===== config.mk =====
export PLATFORM = sky130hd
export DESIGN_NAME = dpc_queue
export DESIGN_NICKNAME = d
export VERILOG_FILES = /design/src/sv/dpc_pkg.sv /design/src/sv/dpc_queue.sv
export SDC_FILE = /design/constraint.sdc
export NUM_CORES = 1
export LEC_CHECK = 0
export CORE_AREA = 2 2 39 41
export CTS_CLUSTER_SIZE = 16
export DETAILED_ROUTE_END_ITERATION = 12
export DIE_AREA = 0 0 41 43
export DONT_BUFFER_PORTS = 1
export PLACE_DENSITY = 0.41
export SKIP_CTS_REPAIR_TIMING = 1
export SLEW_MARGIN = 20
export SYNTH_ARGS = -nofsm -noshare
export SYNTH_HDL_FRONTEND = slang
export SYNTH_SLANG_ARGS = --single-unit

===== constraint.sdc =====
create_clock -name aclk -period 3.59 [get_ports aclk]
set_input_delay 0.1795 -clock aclk [delete_from_list [all_inputs] [get_ports aclk]]
set_output_delay 0.1795 -clock aclk [all_outputs]
set_load 0.01 [all_outputs]

===== src/sv/dpc_pkg.sv =====
// Shared constants, register indexes and control types of the defect pixel corrector.
`timescale 1ns / 1ps

package dpc_pkg;

    localparam int DEF_MAX_WIDTH  = 4096;
    localparam int DEF_PIXEL_BITS = 16;

    localparam int PIX_FIELD_W = 16;
    localparam int CFG_DATA_W  = 16;
    localparam int CFG_INDEX_W = 2;
    localparam int SIZE_W      = 13;

    localparam int ROW_SLOTS = 7;
    localparam int SLOT_W    = 3;
    localparam int WIN       = 5;
    localparam int SEL_W     = 3;

    localparam int QUEUE_DEPTH = 2;
    localparam int QPTR_W      = 1;
    localparam int QCNT_W      = 2;

    localparam logic [SIZE_W-1:0] RESET_WIDTH  = SIZE_W'(1920);
    localparam logic [SIZE_W-1:0] RESET_HEIGHT = SIZE_W'(1080);

    localparam logic ACT_PIXEL = 1'b0;
    localparam logic ACT_FLUSH = 1'b1;

    typedef enum logic [CFG_INDEX_W-1:0] {
        CFG_ENABLE    = 2'd0,
        CFG_THRESHOLD = 2'd1,
        CFG_WIDTH     = 2'd2,
        CFG_HEIGHT    = 2'd3
    } cfg_index_t;

    typedef struct packed {
        logic                  restart;
        logic                  enable;
        logic [CFG_DATA_W-1:0] threshold;
    } ctrl_t;

endpackage


===== src/sv/dpc_queue.sv =====
// Short request queue between the front and back parts; each entry carries the last-pixel flag.
`timescale 1ns / 1ps

module dpc_queue import dpc_pkg::*; (
    input  logic              aclk,
    input  logic              aresetn,
    input  logic              push,
    input  logic              push_last,
    input  logic              pop,
    output logic              head_valid,
    output logic              head_last,
    output logic [QCNT_W-1:0] count
);

    logic              entry_reg [QUEUE_DEPTH];
    logic [QPTR_W-1:0] wptr_reg, wptr_next;
    logic [QPTR_W-1:0] rptr_reg, rptr_next;
    logic [QCNT_W-1:0] count_reg, count_next;

    always_comb begin
        wptr_next  = push ? wptr_reg + QPTR_W'(1) : wptr_reg;
        rptr_next  = pop ? rptr_reg + QPTR_W'(1) : rptr_reg;
        count_next = count_reg + QCNT_W'(push) - QCNT_W'(pop);
    end

    always_ff @(posedge aclk) begin
        if (!aresetn) begin
            wptr_reg  <= '0;
            rptr_reg  <= '0;
            count_reg <= '0;
        end else begin
            wptr_reg  <= wptr_next;
            rptr_reg  <= rptr_next;
            count_reg <= count_next;
        end
    end

    always_ff @(posedge aclk) begin
        if (push) begin
            entry_reg[wptr_reg] <= push_last;
        end
    end

    assign head_valid = (count_reg != '0);
    assign head_last  = entry_reg[rptr_reg];
    assign count      = count_reg;

endmodule


==> Yosys cells after proc, flatten, opt, wreduce, memory -nomap -nowiden <==
Memories as Yosys holds them, arrays and structs flattened. A register that Yosys moved wholly into a read port is not among the register bits.
Cells that the tools add are included.
{ "totals": {"inputBits": 5, "mem_count": 1, "ff_bits": 4, "ram_bits": 2} }
{ "classes": {"reduce_logical": 1, "addsub": 4, "n_mux": 4} }
{ "mem_list": {"columns": ["memory", "words", "width", "read_ports", "rd_clocked_by_memory_dff", "wr", "line", "text"], "rows": [
  ["entry_reg", 2, 1, 1, 1, 1, "dpc_queue.sv:15", "logic entry_reg [QUEUE_DEPTH];"]
]} }
{ "ops": {"columns": ["cell", "n"], "rows": [
  ["1-bit 2-to-1 mux", 4],
  ["1-bit adder, second input constant", 2],
  ["2-bit by 1-bit adder with 2-bit output", 1],
  ["2-bit nonzero test", 1],
  ["2-bit by 1-bit subtractor with 2-bit output", 1]
]} }

==> Logic depth before layout (Yosys ltp) <==
{ "logic_depth": {"word_depth": 3, "mapped_depth": 6, "depth_no_buf": 6} }

==> Worst setup path before layout <==
No wires, ideal clock.
{ "synth_path": {"path_kind": "register to register", "startpoint": "register count_reg[0], in the netlist count[0]", "endpoint": "register count_reg[1], in the netlist count[1]", "setup_time_ns": 0.114, "path_buffers": 0, "arrival_ns": 1.112, "t_required_ns": 3.476, "period_less_slack_ns": 1.226, "path_stages_with_launch": 7, "path_slack_ns": 2.364, "path_cell_list": "dfxtp_1 inv_1 ha_1 inv_1 ha_1 xnor3_1 nor2b_2"} }
{ "synth_via": {"elab_chain_len": 2} }
{ "synth_lines": {"columns": ["item", "line", "text"], "rows": [
  ["start: declaration", "dpc_queue.sv:18", "logic [QCNT_W-1:0] count_reg, count_next;"],
  ["start signal: assignment", "dpc_queue.sv:34", "count_reg <= count_next;"],
  ["2-bit by 1-bit adder with 2-bit output", "dpc_queue.sv:23", "count_next = count_reg + QCNT_W'(push) - QCNT_W'(pop);"],
  ["2-bit by 1-bit subtractor with 2-bit output", "dpc_queue.sv:23", null]
]} }
No other way between the ends.
A chain may end at the register's enable or synchronous reset.

==> Worst setup path after layout <==
Ends and elaborated chain as after synthesis.

==> parameters.txt <==
Parameter                              Value

Outcome
  Run status ... finished clean

Power and ir drop
  Proportion of total power due to net switching ... between 20% and 30%
  IR drop worst, VDD ... 0.0002090 V
  Leakage dissipation ... approximately 0.14 nW
  Power Dens Cells ... 594.0 mW/mm^2
  Internal cell power ... 0.1539 mW
  Total net switching power ... around 0.049 mW
  Power share of the sequential group ... 49.1%
  Clock share of power ... 34.5%
  Combinational share of power ... between 10% and 20%

Synth
  Synth top area share ... 33.90%
  Post-Synthesis Mean Instance Area ... 12.84 sq um
  Cell variety after synth ... 12
  Leading post-synthesis cells by cell area ... sky130_fd_sc_hd__dfxtp_1 (34%), sky130_fd_sc_hd__edfxtp_1 (20%), sky130_fd_sc_hd__and2_1 (8.5%)
  Sequential area share after synthesis ... between 50 and 60%
  Area leader, netlist ... sky130_fd_sc_hd__dfxtp_1
  Count of synthesis-stage warnings from yosys ... 0
  FF+latch count, synth ... 7
  Net count of the mapped netlist ... 30
  Count of mapped cells out of synthesis ... 23
  Post-synthesis instance area ... 295.3 sq um

Job
  Max-cap check violation count ... 0

Finish
  Relative area change from synthesis to final layout ... 15.68%
  Filler instances ... between 100 and 150
  Cell Count, Final, Fillers Out ... 43
  # diodes ... 0
  Final design utilization ... between 20% and 30%
  Proportion of layout cells with a drive suffix above 1 ... about 19%
  Final Instance Area ... 341.6 sq um
  Count of nets after finishing ... 35

Place
  Post-detailed-placement cell area ... 315.3 sq um
  Number of buffers added on ports ... 0
  Number of cells after detailed placement ... 39
  RD Place Congestion ... 0.5372

Routing
  DRC violations left ... 0
  Count of vias placed by the detailed router ... 167
  Detailed Route WL ... slightly above 400 microns
  Average detailed-routed wire length per instance ... 9.419 microns
  DRC marker count from the first detailed-route iteration ... 0
  Antenna-violating nets left ... 0
  Via density ... 3.884
  Count of TritonRoute iterations in the first routing pass ... 1

Timing
  Final number of max-transition violations ... 0
  Time the worst path needs with I/O delays and setup ... 1308 ps
  Fraction of the cycle the final worst path needs ... 36.44%
  Peak Freq ... 0.7644 GHz
  Slew of the pin with the lowest slew margin ... between 150 and 200 ps
  Final sum of negative setup slack ... 0 ps
  Relative max-transition margin ... 87.73%
  Setup repair after global routing missed its margin ... false
  Final-report hold violation count ... 0
  Final setup vio count ... 0
  Worst clock skew ... just over 0.8 ps

Setup path
  Setup Crit Path Kind ... flop to flop
  Family of cells with the greatest summed delay on the critical path ... adder cells
  CP startpoint ... count[0]$_SDFF_PN0_
  Cell at the slowest stage of the critical path ... sky130_fd_sc_hd__dfxtp_1
  Reg-to-reg critical path endpoint ... count[1]$_SDFF_PN0_
  WP buf/inv ... 2
  Critical path capture point type ... flop
  Biggest fanout along the worst timing path ... 3
  Depth of the critical timing path with buffers and inverters included ... 6
  Max stage delay on crit path ... 390 ps
  Required time at the endpoint of the critical path ... 3780 ps
  Kind of start point of the critical path ... flop
  Endpoint of the worst setup timing path ... count[1]$_SDFF_PN0_
  Register-to-register setup slack ... about 2300 ps
  Register-to-Register Path Depth ... 6
  Startpoint of the worst-slack reg-to-reg timing path ... count[0]$_SDFF_PN0_
  Cells traversed along the worst timing path ... inv_1 > ha_1 > inv_1 > ha_1 > xnor3_1 > nor2b_2
  Worst path arrival time ... roughly 1500 ps

Hold path
  Kind of path behind the tightest hold check ... input port to flop

Floorplanning
  Width of the chip ... 41 microns
  Full die area ... 0.001763 sq mm
  Starting utilization of the core area ... 21.34%
  Count of pins on the block boundary ... 9
  Number of standard-cell rows in the floorplan ... 14
  Std-Cell Core Area ... between 0.001 and 0.0015 sq mm
  Chip Height ... 43 microns

GRT
  Global routing's busiest layer ... met2
  Met2 track demand over resource ... a little under a tenth
  Antenna violations before repair ... 0
  Total global routing track utilization ... 6.701%
  Met1 Use GR ... between 5 and 6%
  Via count of the first global-routing pass ... 192
  Pin count of the biggest net entering global routing ... 6
  Global-route wire length before repair ... 717 microns
  Met3 Usage GRT ... under 10%
  Total congestion overflow ... 0

CTS
  Maximum clock insertion buffer count ... 2
  Clock tree from TritonCTS ... done
  CTS buffer count ... 3
  CTS H-tree lvls ... 1
  Clock tree root driver cell ... sky130_fd_sc_hd__clkbuf_4
  Worst-path clk slew ... ~50 ps
  Insertion delay to the later sink of the worst-skew pair ... 250 ps
  Number of sinks driven by the clock tree ... 7
power by group through the flow:
| stage | clock [mW] | sequential [mW] | combinational (mW) |
|---|---|---|---|
| after floorplan | 0 | 0.100 | 0.0303 |
| after global placement | 0 | 0.101 | 0.0325 |
| after detailed placement | 0 | 0.101 | 0.0334 |
| after CTS | 0.0728 | 0.0999 | 0.0344 |
| after global routing | 0.0781 | 0.101 | 0.0377 |
| final | 0.0701 | 0.0996 | 0.0332 |
per-layer routing:
metal  up-vias  wire [microns]
met3         2              49
met1        76             131
met4         0              11
li1         82               -
met2         7             212
met5         -               0
cell type report:
class	instances	area (sq um)	area share [%]
tap	16	20.02	5.861
inverter	2	7.507	2.198
sequential	7	160.2	46.89
clock buffer	4	26.28	7.692
multi-input combinational	14	127.6	37.36
placed cells by master, fill, tap and decap left out, drive strengths merged:
| cell | instances |
|---|---|
| dfxtp | 5 |
| and2 | 4 |
| clkbuf | 4 |
| inv | 2 |
| o21a | 1 |
| nor2b | 3 |
| xor2 | 1 |
| edfxtp | 2 |
| or2 | 1 |
| mux2 | 1 |
| ha | 2 |
| xnor3 | 1 |
cells in the mapped netlist, drive strengths merged:
cell type and count:
xnor3 1, and2 4, xor2 1, dfxtp 5
edfxtp 2, or2 1, ha 2, o21a 1
mux2 1, inv 2, nor2b 3
how the worst min path moves through the flow:
stage / from / endpoint / slack (ps) / depth (start not counted)
global route: push_last / entry_reg[1]$_DFFE_PP_ / 8 / 0
detailed placement: push_last / entry_reg[0]$_DFFE_PP_ / 280 / 0
CTS: push_last / entry_reg[1]$_DFFE_PP_ / 20 / 0
finish: push_last / entry_reg[1]$_DFFE_PP_ / 30 / 0
global placement: push_last / entry_reg[1]$_DFFE_PP_ / 280 / 0
floorplan: push_last / entry_reg[0]$_DFFE_PP_ / 280 / 0
logic make-up (layout without fill, tap and decap cells):
group	after synthesis	after routing	share of synthesized area, %
mux	1	1	3.813
simple gates	8	8	17.80
buf+inv	2	6	2.543
fa+ha+maj	2	2	8.473
xor+xnor	2	2	10.59
flops	7	7	54.24
compound gates	1	1	2.543
per-stage QoR:
stage	hold slack, ps	total power [mW]	setup WS, ps
after CTS	19.98	0.2070	2259
after global routing	7.792	0.2164	2198
after floorplan	278.4	0.1303	2364
final	26.27	0.2029	2282
after global placement	278.5	0.1337	2329
after detailed placement	278.5	0.1349	2290
Note: power is estimated with default switching activity, not from simulation.
