### src/sv/dpc_pkg.sv
// Shared constants, register indexes and control types of the defect pixel corrector.
`timescale 1ns / 1ps

package dpc_pkg;

    localparam int DEF_MAX_WIDTH  = 4096;
    localparam int DEF_PIXEL_BITS = 16;

    localparam int PIX_FIELD_W = 16;
    localparam int CFG_DATA_W  = 16;
    localparam int CFG_INDEX_W = 2;
    localparam int SIZE_W      = 13;

    localparam int ROW_SLOTS = 7;
    localparam int SLOT_W    = 3;
    localparam int WIN       = 5;
    localparam int SEL_W     = 3;

    localparam int QUEUE_DEPTH = 2;
    localparam int QPTR_W      = 1;
    localparam int QCNT_W      = 2;

    localparam logic [SIZE_W-1:0] RESET_WIDTH  = SIZE_W'(1920);
    localparam logic [SIZE_W-1:0] RESET_HEIGHT = SIZE_W'(1080);

    localparam logic ACT_PIXEL = 1'b0;
    localparam logic ACT_FLUSH = 1'b1;

    typedef enum logic [CFG_INDEX_W-1:0] {
        CFG_ENABLE    = 2'd0,
        CFG_THRESHOLD = 2'd1,
        CFG_WIDTH     = 2'd2,
        CFG_HEIGHT    = 2'd3
    } cfg_index_t;

    typedef struct packed {
        logic                  restart;
        logic                  enable;
        logic [CFG_DATA_W-1:0] threshold;
    } ctrl_t;

endpackage

### src/sv/dpc_front.sv
// Front part: configuration registers, input acceptance, line store writes and output scheduling.
`timescale 1ns / 1ps

module dpc_front import dpc_pkg::*; #(
    parameter int MAX_WIDTH  = DEF_MAX_WIDTH,
    parameter int PIXEL_BITS = DEF_PIXEL_BITS,
    localparam int AW     = $clog2(MAX_WIDTH),
    localparam int W_BITS = $clog2(MAX_WIDTH + 1)
) (
    input  logic                   aclk,
    input  logic                   aresetn,
    input  logic                   cfg_wr_en,
    input  logic [CFG_INDEX_W-1:0] cfg_index,
    input  logic [CFG_DATA_W-1:0]  cfg_data,
    input  logic                   s_valid,
    output logic                   s_ready,
    input  logic                   s_action,
    input  logic [PIX_FIELD_W-1:0] s_pixel_in,
    output logic                   wr_en,
    output logic [SLOT_W-1:0]      wr_slot,
    output logic [AW-1:0]          wr_col,
    output logic [PIXEL_BITS-1:0]  wr_data,
    input  logic [QCNT_W-1:0]      q_count,
    output logic                   q_push,
    output logic                   q_push_last,
    output ctrl_t                  ctrl,
    output logic [W_BITS-1:0]      w_eff,
    output logic [SIZE_W-1:0]      h_eff
);

    localparam int DW = W_BITS + 2;

    logic                  enable_reg, enable_next;
    logic [CFG_DATA_W-1:0] threshold_reg, threshold_next;
    logic [SIZE_W-1:0]     width_reg, width_next;
    logic [SIZE_W-1:0]     height_reg, height_next;
    logic [AW-1:0]         in_col_reg, in_col_next;
    logic [SIZE_W-1:0]     in_row_reg, in_row_next;
    logic [SLOT_W-1:0]     in_slot_reg, in_slot_next;
    logic [AW-1:0]         out_col_reg, out_col_next;
    logic [SIZE_W-1:0]     out_row_reg, out_row_next;
    logic [DW-1:0]         pend_reg, pend_next;
    logic                  received_reg, received_next;

    logic              restart;
    logic              accept;
    logic              take_pixel;
    logic              emit;
    logic              in_col_last;
    logic              out_last;
    logic [DW-1:0]     lag;
    logic [DW-1:0]     pend_plus;
    logic              frame_start;
    logic [QCNT_W-1:0] cap;

    always_comb begin
        if (width_reg == '0) begin
            w_eff = W_BITS'(1);
        end else if (int'(width_reg) > MAX_WIDTH) begin
            w_eff = W_BITS'(MAX_WIDTH);
        end else begin
            w_eff = W_BITS'(width_reg);
        end
        h_eff = (height_reg == '0) ? SIZE_W'(1) : height_reg;
    end

    assign lag         = (DW'(w_eff) << 1) + DW'(2);
    assign frame_start = (in_col_reg == '0) && (in_row_reg == '0) && !received_reg;
    assign cap         = (w_eff == W_BITS'(1)) ? QCNT_W'(1) : QCNT_W'(QUEUE_DEPTH);
    assign s_ready     = (q_count < cap) && !(frame_start && (q_count != '0));
    assign accept      = s_valid && s_ready;
    assign take_pixel  = accept && (s_action == ACT_PIXEL) && !received_reg;
    assign pend_plus   = pend_reg + DW'(1);
    assign emit        = take_pixel ? (pend_plus > lag) : (accept && received_reg);
    assign in_col_last = (W_BITS'(in_col_reg) + W_BITS'(1)) == w_eff;
    assign out_last    = ((W_BITS'(out_col_reg) + W_BITS'(1)) == w_eff)
                         && (out_row_reg == h_eff - SIZE_W'(1));
    assign restart     = cfg_wr_en
                         && ((cfg_index == CFG_WIDTH) || (cfg_index == CFG_HEIGHT));

    always_comb begin
        enable_next    = enable_reg;
        threshold_next = threshold_reg;
        width_next     = width_reg;
        height_next    = height_reg;
        if (cfg_wr_en) begin
            case (cfg_index)
                CFG_ENABLE:    enable_next    = cfg_data[0];
                CFG_THRESHOLD: threshold_next = cfg_data;
                CFG_WIDTH:     width_next     = cfg_data[SIZE_W-1:0];
                CFG_HEIGHT:    height_next    = cfg_data[SIZE_W-1:0];
                default:       enable_next    = enable_reg;
            endcase
        end
    end

    always_comb begin
        in_col_next   = in_col_reg;
        in_row_next   = in_row_reg;
        in_slot_next  = in_slot_reg;
        out_col_next  = out_col_reg;
        out_row_next  = out_row_reg;
        received_next = received_reg;
        pend_next     = pend_reg + DW'(take_pixel) - DW'(emit);
        if (take_pixel) begin
            if (in_col_last) begin
                in_col_next = '0;
                if (in_row_reg == h_eff - SIZE_W'(1)) begin
                    in_row_next   = '0;
                    in_slot_next  = '0;
                    received_next = 1'b1;
                end else begin
                    in_row_next  = in_row_reg + SIZE_W'(1);
                    in_slot_next = (in_slot_reg == SLOT_W'(ROW_SLOTS - 1))
                                   ? '0 : in_slot_reg + SLOT_W'(1);
                end
            end else begin
                in_col_next = in_col_reg + AW'(1);
            end
        end
        if (emit) begin
            if (W_BITS'(out_col_reg) + W_BITS'(1) == w_eff) begin
                out_col_next = '0;
                out_row_next = out_row_reg + SIZE_W'(1);
            end else begin
                out_col_next = out_col_reg + AW'(1);
            end
        end
        if (restart || (emit && out_last)) begin
            in_col_next   = '0;
            in_row_next   = '0;
            in_slot_next  = '0;
            out_col_next  = '0;
            out_row_next  = '0;
            received_next = 1'b0;
            pend_next     = '0;
        end
    end

    always_ff @(posedge aclk) begin
        if (!aresetn) begin
            enable_reg    <= 1'b1;
            threshold_reg <= '0;
            width_reg     <= RESET_WIDTH;
            height_reg    <= RESET_HEIGHT;
            in_col_reg    <= '0;
            in_row_reg    <= '0;
            in_slot_reg   <= '0;
            out_col_reg   <= '0;
            out_row_reg   <= '0;
            pend_reg      <= '0;
            received_reg  <= 1'b0;
        end else begin
            enable_reg    <= enable_next;
            threshold_reg <= threshold_next;
            width_reg     <= width_next;
            height_reg    <= height_next;
            in_col_reg    <= in_col_next;
            in_row_reg    <= in_row_next;
            in_slot_reg   <= in_slot_next;
            out_col_reg   <= out_col_next;
            out_row_reg   <= out_row_next;
            pend_reg      <= pend_next;
            received_reg  <= received_next;
        end
    end

    assign wr_en          = take_pixel;
    assign wr_slot        = in_slot_reg;
    assign wr_col         = in_col_reg;
    assign wr_data        = s_pixel_in[PIXEL_BITS-1:0];
    assign q_push         = emit;
    assign q_push_last    = out_last;
    assign ctrl.restart   = restart;
    assign ctrl.enable    = enable_reg;
    assign ctrl.threshold = threshold_reg;

endmodule

### config.mk
export PLATFORM = sky130hd
export DESIGN_NAME = dpc_front
export DESIGN_NICKNAME = d
export VERILOG_FILES = /design/src/sv/dpc_pkg.sv /design/src/sv/dpc_front.sv
export SDC_FILE = /design/constraint.sdc
export NUM_CORES = 1
export LEC_CHECK = 0
export ABC_AREA = 1
export BUFFER_PORTS_ARGS = -buffer_cell sky130_fd_sc_hd__buf_2
export CAP_MARGIN = 5
export CELL_PAD_IN_SITES_DETAIL_PLACEMENT = 0
export CELL_PAD_IN_SITES_GLOBAL_PLACEMENT = 1
export CORE_MARGIN = 3
export CORE_UTILIZATION = 41
export CTS_CLUSTER_SIZE = 40
export DETAILED_ROUTE_END_ITERATION = 7
export GPL_TIMING_DRIVEN = 0
export PLACE_DENSITY_LB_ADDON = 0.1
export SYNTH_ARGS = -nofsm -noshare
export SYNTH_HDL_FRONTEND = slang
export SYNTH_SLANG_ARGS = --single-unit
### constraint.sdc
create_clock -name aclk -period 16.3 [get_ports aclk]
set_input_delay 1.63 -clock aclk [delete_from_list [all_inputs] [get_ports aclk]]
set_output_delay 1.63 -clock aclk [all_outputs]
set_load 0.05 [all_outputs]
-- Yosys cells after proc, flatten, opt, wreduce, memory -nomap -nowiden
Cells that the tools add are included.
- add/subtract/negate cells: 12
- $mul: 0
- divide/modulo/power cells: 0
- magnitude comparators: 3
- equality and inequality tests: 9
- shift-type cells: 0
- mux-type cells: 10
- bitwise gates (word level): 2
- reduce and logical (&&, ||, !) cells: 29
- operator list (operator ; number):
    13-bit == test ; 4
    13-bit 2-to-1 mux ; 4
    13-bit zero test ; 3
    12-bit by 1-bit adder with 13-bit output, second input constant ; 2
    13-bit by 1-bit adder with 13-bit output, second input constant ; 2
    12-bit by 1-bit adder with 12-bit output, second input constant ; 2
    12-bit 2-to-1 mux ; 2
    14-bit by 2-bit adder with 15-bit output, second input constant ; 1
    15-bit by 1-bit adder with 15-bit output ; 1
    15-bit by 1-bit adder with 15-bit output, second input constant ; 1
    15-bit > comparator ; 1
    15-bit by 1-bit subtractor with 15-bit output ; 1
    13-bit by 1-bit == test with 1-bit output, second input constant ; 1
    13-bit > comparator, second input constant ; 1
    13-bit by 1-bit subtractor with 13-bit output, second input constant ; 1
    12-bit zero test ; 1
    2-bit AND reduction ; 6
    1-bit logical AND ; 11
    3-bit 2-to-1 mux ; 2
    2-bit == test, second input constant ; 2
    3-bit by 1-bit adder with 3-bit output, second input constant ; 1
    3-bit == test, second input constant ; 1
    3-bit AND reduction ; 1
    2-bit by 1-bit == test with 1-bit output, second input constant ; 1
    9 further kinds ; 12
- bits in registers: 112
- latch bits: 0
- RAM bits: 0
- bits in read-only memories: 0
- input bits: 41
- word-level logic and storage cells: 76
- memories kept: 0

-- Longest topological paths before layout
- depth in word-level cells: 14
- mapped depth: 40
- mapped depth without buffers: 38

-- Worst setup path after synthesis
OpenSTA, ideal clock, no wires.
- path type: register to register
- from: register width_reg[4]
- to: register pend_reg[14]
- setup time: 0.064 ns
- arrival time: 5.792 ns
- setup slack: 10.444 ns
- cell stages (with the launch flop): 41
- cells stage by stage: dfxtp_1 -> nor2_1 -> nand2_1 -> nor2_2 -> nand2_2 -> nand2_4 -> nand2_1 -> inv_1 -> ha_1 -> nand3_1 -> nor3_1 -> nand3_1 -> nor3_1 -> nand3_1 -> nand2_1 -> inv_1 -> ha_1 -> nand2_1 -> [5 not listed] -> nand2_1 -> nand4_1 -> inv_2 -> buf_2 -> buf_2 -> ha_1 -> inv_1 -> ha_1 -> fa_1 -> a21oi_1 -> o21bai_1 -> a21oi_1 -> o21ai_0 -> nand3_1 -> o211ai_1 -> xor2_1 -> inv_1 -> nor2_1
- longest elaborated chain between the ends: 14
- elaborated cells between the ends (all ways): 22
- ends and longest elaborated chain (what ; RTL line ; source):
    from (decl) ; dpc_front.sv:35 ; logic [SIZE_W-1:0] width_reg, width_next;
    from (signal assigned) ; dpc_front.sv:156 ; width_reg <= width_next;
    13-bit > comparator ; dpc_front.sv:59 ; end else if (int'(width_reg) > MAX_WIDTH) begin
    13-bit 2-to-1 mux ; dpc_front.sv:59 ;
    13-bit 2-to-1 mux (*) ; dpc_front.sv:57 ; if (width_reg == '0) begin
    named net w_eff[1] ; dpc_front.sv:27 ; output logic [W_BITS-1:0] w_eff,
    parallel branches: the longest is 7 deep, another holds 14-bit by 2-bit adder with 15-bit output ; -- ;
    1-bit 2-to-1 mux (*) ; dpc_front.sv:74 ; assign emit = take_pixel ? (pend_plus > lag) : (accept && received_reg);
    named net q_push ; dpc_front.sv:24 ; output logic q_push,
    parallel branches: the longest is 3 deep, another holds 15-bit by 1-bit subtractor with 15-bit output ; -- ;
    to (signal assigned) ; dpc_front.sv:163 ; pend_reg <= pend_next;
    to (decl) ; dpc_front.sv:42 ; logic [DW-1:0] pend_reg, pend_next;
Mark *: on every way through the listed nets, which the timed path passes.
A chain may end at the register's enable or synchronous reset.

-- Worst setup path in the final report
- from: register width_reg[4]
- to: register pend_reg[14]
- longest elaborated chain between the ends: 14
- elaborated cells between the ends (all ways): 22
- ends and longest elaborated chain (what ; RTL line):
    13-bit > comparator ; dpc_front.sv:59
    13-bit 2-to-1 mux ; dpc_front.sv:59
    13-bit 2-to-1 mux (*) ; dpc_front.sv:57
    parallel branches: the longest is 11 deep, another holds 15-bit by 1-bit adder with 15-bit output ; --
Every way passes the cells marked *.

==> results by stage <==
Clock tree:
- After clock tree synthesis, the repair step resized 0 gates.
- For the worst-skew pair, the clock arrives at the later sink with an insertion delay of 0.37 ns.
- After clock tree synthesis, the clock-pin slew on the worst setup and hold paths is 0.10 ns.
- The master cell of the clock root buffer is clkbuf_16.
- The TritonCTS clock tree is built.
- The post-CTS setup buffer count is 0.
- The maximum level of the CTS H-tree is 3.
- In this run the deepest clock path goes through 2 buffers.
- After clock tree synthesis, the flow added hold-fix buffers numbering 0.
- The sink count of the clock tree is 112.
- The clock buffer count from CTS is 9.

Synthesis:
- The largest total area in the synthesized netlist belongs to dfxtp_1.
- The warning count from the yosys run is 0.
- The synthesized design contains 112 register bits.
- Of all flip-flops after synthesis, the portion carrying an async set or reset was 0%.
- After synthesis, the largest area contributor takes up 26.19% of total cell area.
- The leading register cell type out of synthesis is dfxtp_1.
- The count of unique library cells instantiated by Yosys is 42.
- The number of flops mapped to enable cells by yosys is 0.
- The synthesized netlist occupies a cell area of 0.008561 sq mm.
- Yosys attributes the largest share of cell area to dfxtp_1 (26%), nand2_1 (12%), nor2_1 (8.7%).
- The total nets after synthesis is between 1000 and 1500.
- The average cell area after synthesis is 6.360 sq um.
- The sequential share of the synthesized area is 26.19%.
- Counting every instance in the synthesized netlist gives around 1300.

Global route:
- The total congestion overflow after global routing is 0.
- The number of global-route vias before repair is 7732.
- For this run, global-route usage on met3 was measured as 3.101%.
- The overall routing resource usage is 23.05%.
- The first global-routing pass estimated 41.41 mm of wire.
- The pin count of the biggest net entering global routing is 25.
- The initial antenna violation count is 0.
- After global routing, the most crowded layer is met2.
- For met2 alone, demand over resource in global routing was 36.78%.
- The met1 track utilization from global routing is 33.78%.

Critical path:
- The delay of the slowest cell on the worst path is 0.43 ns.
- The cell family with the largest share of critical-path delay is simple AND/OR/NAND/NOR gates.
- Along the worst path, the maximum fanout reaches 11.
- The launch point of the critical path is width_reg[4]$_SDFFE_PN0P_.
- The required time of the critical path is 16.61 ns.
- The worst setup path is launched from a flop.
- STA classifies the critical path endpoint as a flop.
- The worst register-to-register path has a depth of 40.
- Among all stages on the critical path, the largest delay is contributed by dfxtp_1.
- The startpoint identified for the worst register-to-register timing path is width_reg[4]$_SDFFE_PN0P_.
- Setup slack on the worst reg-to-reg path comes out at between 9 and 10 ns.
- The cell that appears most often on the critical path is nand2_1.
- The endpoint of the worst register-to-register path is pend_reg[14]$_SDFF_PP0_.
- In this run the number of cells on the critical path is 40.
- Counting both buffers and inverters, the worst setup path holds a total of 6.
- The critical path start-end classification is flop to flop.
- For the worst setup path, the data arrival time is 6.85 ns.

Final layout:
- Fill cells in the final layout number 2238.
- The number of flip-flops under the largest register name is 16.
- 0 antenna diodes ended up in the layout.
- From synthesis to final layout, the design area changed by 13.67%.
- The cell area after layout is 0.009731 sq mm.
- The count of non-filler cells in the finished layout is 1735.
- Summing all multi-input logic gate instances after layout gives 0.005233 sq mm.
- The sequential cell area is between 0.002 and 0.0025 sq mm.
- The library cells used most frequently in the layout, excluding fill and tap cells, are nand2_1 (282), nor2_1 (199), inv_1 (183).
- The final net count is around 1600.
- The library cell used most frequently in the layout, excluding fill and tap cells, is nand2_1.
- The post-route netlist has 12.70% of its cells at a drive strength greater than 1.

Power and ir drop:
- The worst supply voltage drop on vdd is 0.08333 mV.
- Cell internal power was estimated by the tool at roughly 530 uW.
- For this design the static power due to leakage is 0.004637 uW.
- The proportion of total power due to net switching is about two fifths.
- The sum of internal, switching and leakage power is around 900 uW.
- The clock share of power is between 20% and 30%.
- In this run the power density over the cells is 91.73 mW/mm^2.
- Sequential cells burn 35.1% of the power.
- Of the total power, combinational logic draws 37.5%.
- The switching power total is between 300 and 400 uW.

Detailed routing:
- After detailed routing, the total wire length is 25.57 mm.
- The residual DRC count is 0.
- The first-pass iteration count of the detailed router is 5.
- The average wire per cell in the routed design is approximately 15 um.
- The via count of the routed design is between 8000 and 9000.
- In this run the remaining antenna-violating nets after routing total 0.
- Dividing the detail-routed via count by the number of cells gives 4.878.
- The number of violations reported at the end of detailed-routing iteration 0 is between 400 and 500.

Floorplan:
- The horizontal die dimension is 150.5 um.
- The die boundary height is 150.5 um.
- The total area inside the core boundary comes to 0.02036 sq mm.
- Pin placement for this block handled 120 I/O pins.
- The number of rows in the core area is 52.
- The die covers 0.02265 sq mm.
- For this configuration, the core starts out at a cell density of 42.04%.

STA:
- The sum of negative setup slack is 0 ns.
- The final max-slew violation count is 0.
- Final hold analysis gives a worst-case slack of 0.4899 ns.
- In this run the tightest slew margin relative to its limit is a little under three fifths.
- The count of endpoints failing hold in the final timing report is 0.
- The total setup violations reported at the end of the flow is 0.
- In the finished design, the share of the clock period the worst path needs comes to 40.15%.
- Setup repair after global routing left no endpoint under its margin.
- For this run, the top clock speed supported by timing is 0.1528 GHz.
- At the pin with the least slew margin, the transition time is between 0.6 and 0.7 ns.
- The setup clock skew after layout is 0.01663 ns.
- The minimum period implied by the final worst setup slack is 6.544 ns.

Flow run:
- The tool flagged a number of max-cap violations equal to 0.

Placed design:
- Once detailed placement completed, the half-perimeter wirelength came to 20.39 mm.
- The count of buffers added on input and output ports is 103.
- Counting tap cells, the placed design contains a total of 1719 instances.
- At the end of routability-driven placement, the weighted congestion stood at approximately 0.9.
- The placed instances occupy a cell area of 0.009414 sq mm.

Hold path:
- The sink of the worst hold path is threshold_reg[2]$_SDFFE_PN0P_.
- The worst hold path belongs to the class flop to flop.
- The worst hold path begins at threshold_reg[2]$_SDFFE_PN0P_.
- Counting instances, the worst hold path has a depth of 2.

Run status:
- The flow ran to the end, and the final reports show no timing, DRC or antenna violations.
==> power by group through the flow <==
stage	Sequential, uW	Combinational, uW	Clock [uW]
global route	317	383	259
CTS	313	338	248
finish	313	335	245
detailed placement	320	336	0
global placement	320	333	0
floorplan	325	262	0
==> Yosys cell counts, types with 2 or more instances <==
library cell / number
nor2_4: 3
xor2_1: 78
nand3_1: 114
and2_1: 3
nand2_2: 3
nand3_2: 3
buf_6: 3
o21ai_0: 100
dfxtp_1: 112
clkinv_1: 3
o21bai_1: 3
inv_1: 183
nor2_1: 199
ha_1: 52
nor3_1: 17
a21o_1: 2
buf_4: 20
buf_2: 14
a31oi_1: 3
xnor3_1: 2
inv_2: 2
clkbuf_1: 26
nand3b_1: 5
a21oi_1: 41
nor4_1: 4
nand2_1: 282
xnor2_1: 8
o211ai_1: 6
nand4_1: 29
nor2_2: 14
==> how the worst max path moves through the flow <==
stage and endpoint:
2_1_floorplan pend_reg[14]$_SDFF_PP0_, 3_3_place_gp pend_reg[14]$_SDFF_PP0_, 6_report pend_reg[14]$_SDFF_PP0_, 5_1_grt pend_reg[14]$_SDFF_PP0_, 3_5_place_dp pend_reg[14]$_SDFF_PP0_, 4_1_cts pend_reg[14]$_SDFF_PP0_
==> worst register-to-register path, delay by kind of cell, from the launching register on <==
kind                       cells  cell delay, ns
AOI/OAI and AO/OA              6            1.29
xor gates and xnor gates       1            0.17
buffers and inverters          6            0.79
and+or+nand+nor               22            2.67
adders and majority gates      5            1.12
DFF                            1            0.43
==> cells by family after synthesis <==
group,synth area share (%)
simple gates,34.24
flops,26.19
fa+ha+maj,7.834
other cells,0.04380
buf+inv,12.69
compound gates,9.675
xor+xnor,9.325
==> stage by stage <==
| stage | setup WS, ns | util [%] |
|---|---|---|
| after CTS | 9.694 | 47.78 |
| after floorplan | 10.44 | - |
| after detailed placement | 9.768 | 46.23 |
| final | 9.756 | 47.78 |
| after global placement | 9.794 | 46.23 |
| after global routing | 9.053 | 47.78 |
==> per-layer routing <==
layer  wire (um)  vias to the layer above
met5           0                        -
met4         221                        0
met3        1257                       14
met2       11540                      194
met1       12550                     3791
li1            -                     4464
==> layout make-up <==
class	instances	area share (%)
plain buffers	66	3.909
clock buffers	9	2.315
clock inverters	7	0.9387
inverters	188	7.252
multi-input cells	980	53.77
flip-flops and latches	112	23.04
well taps	270	3.472
repair buffers	103	5.298
Power figures use the tool's default switching activity.
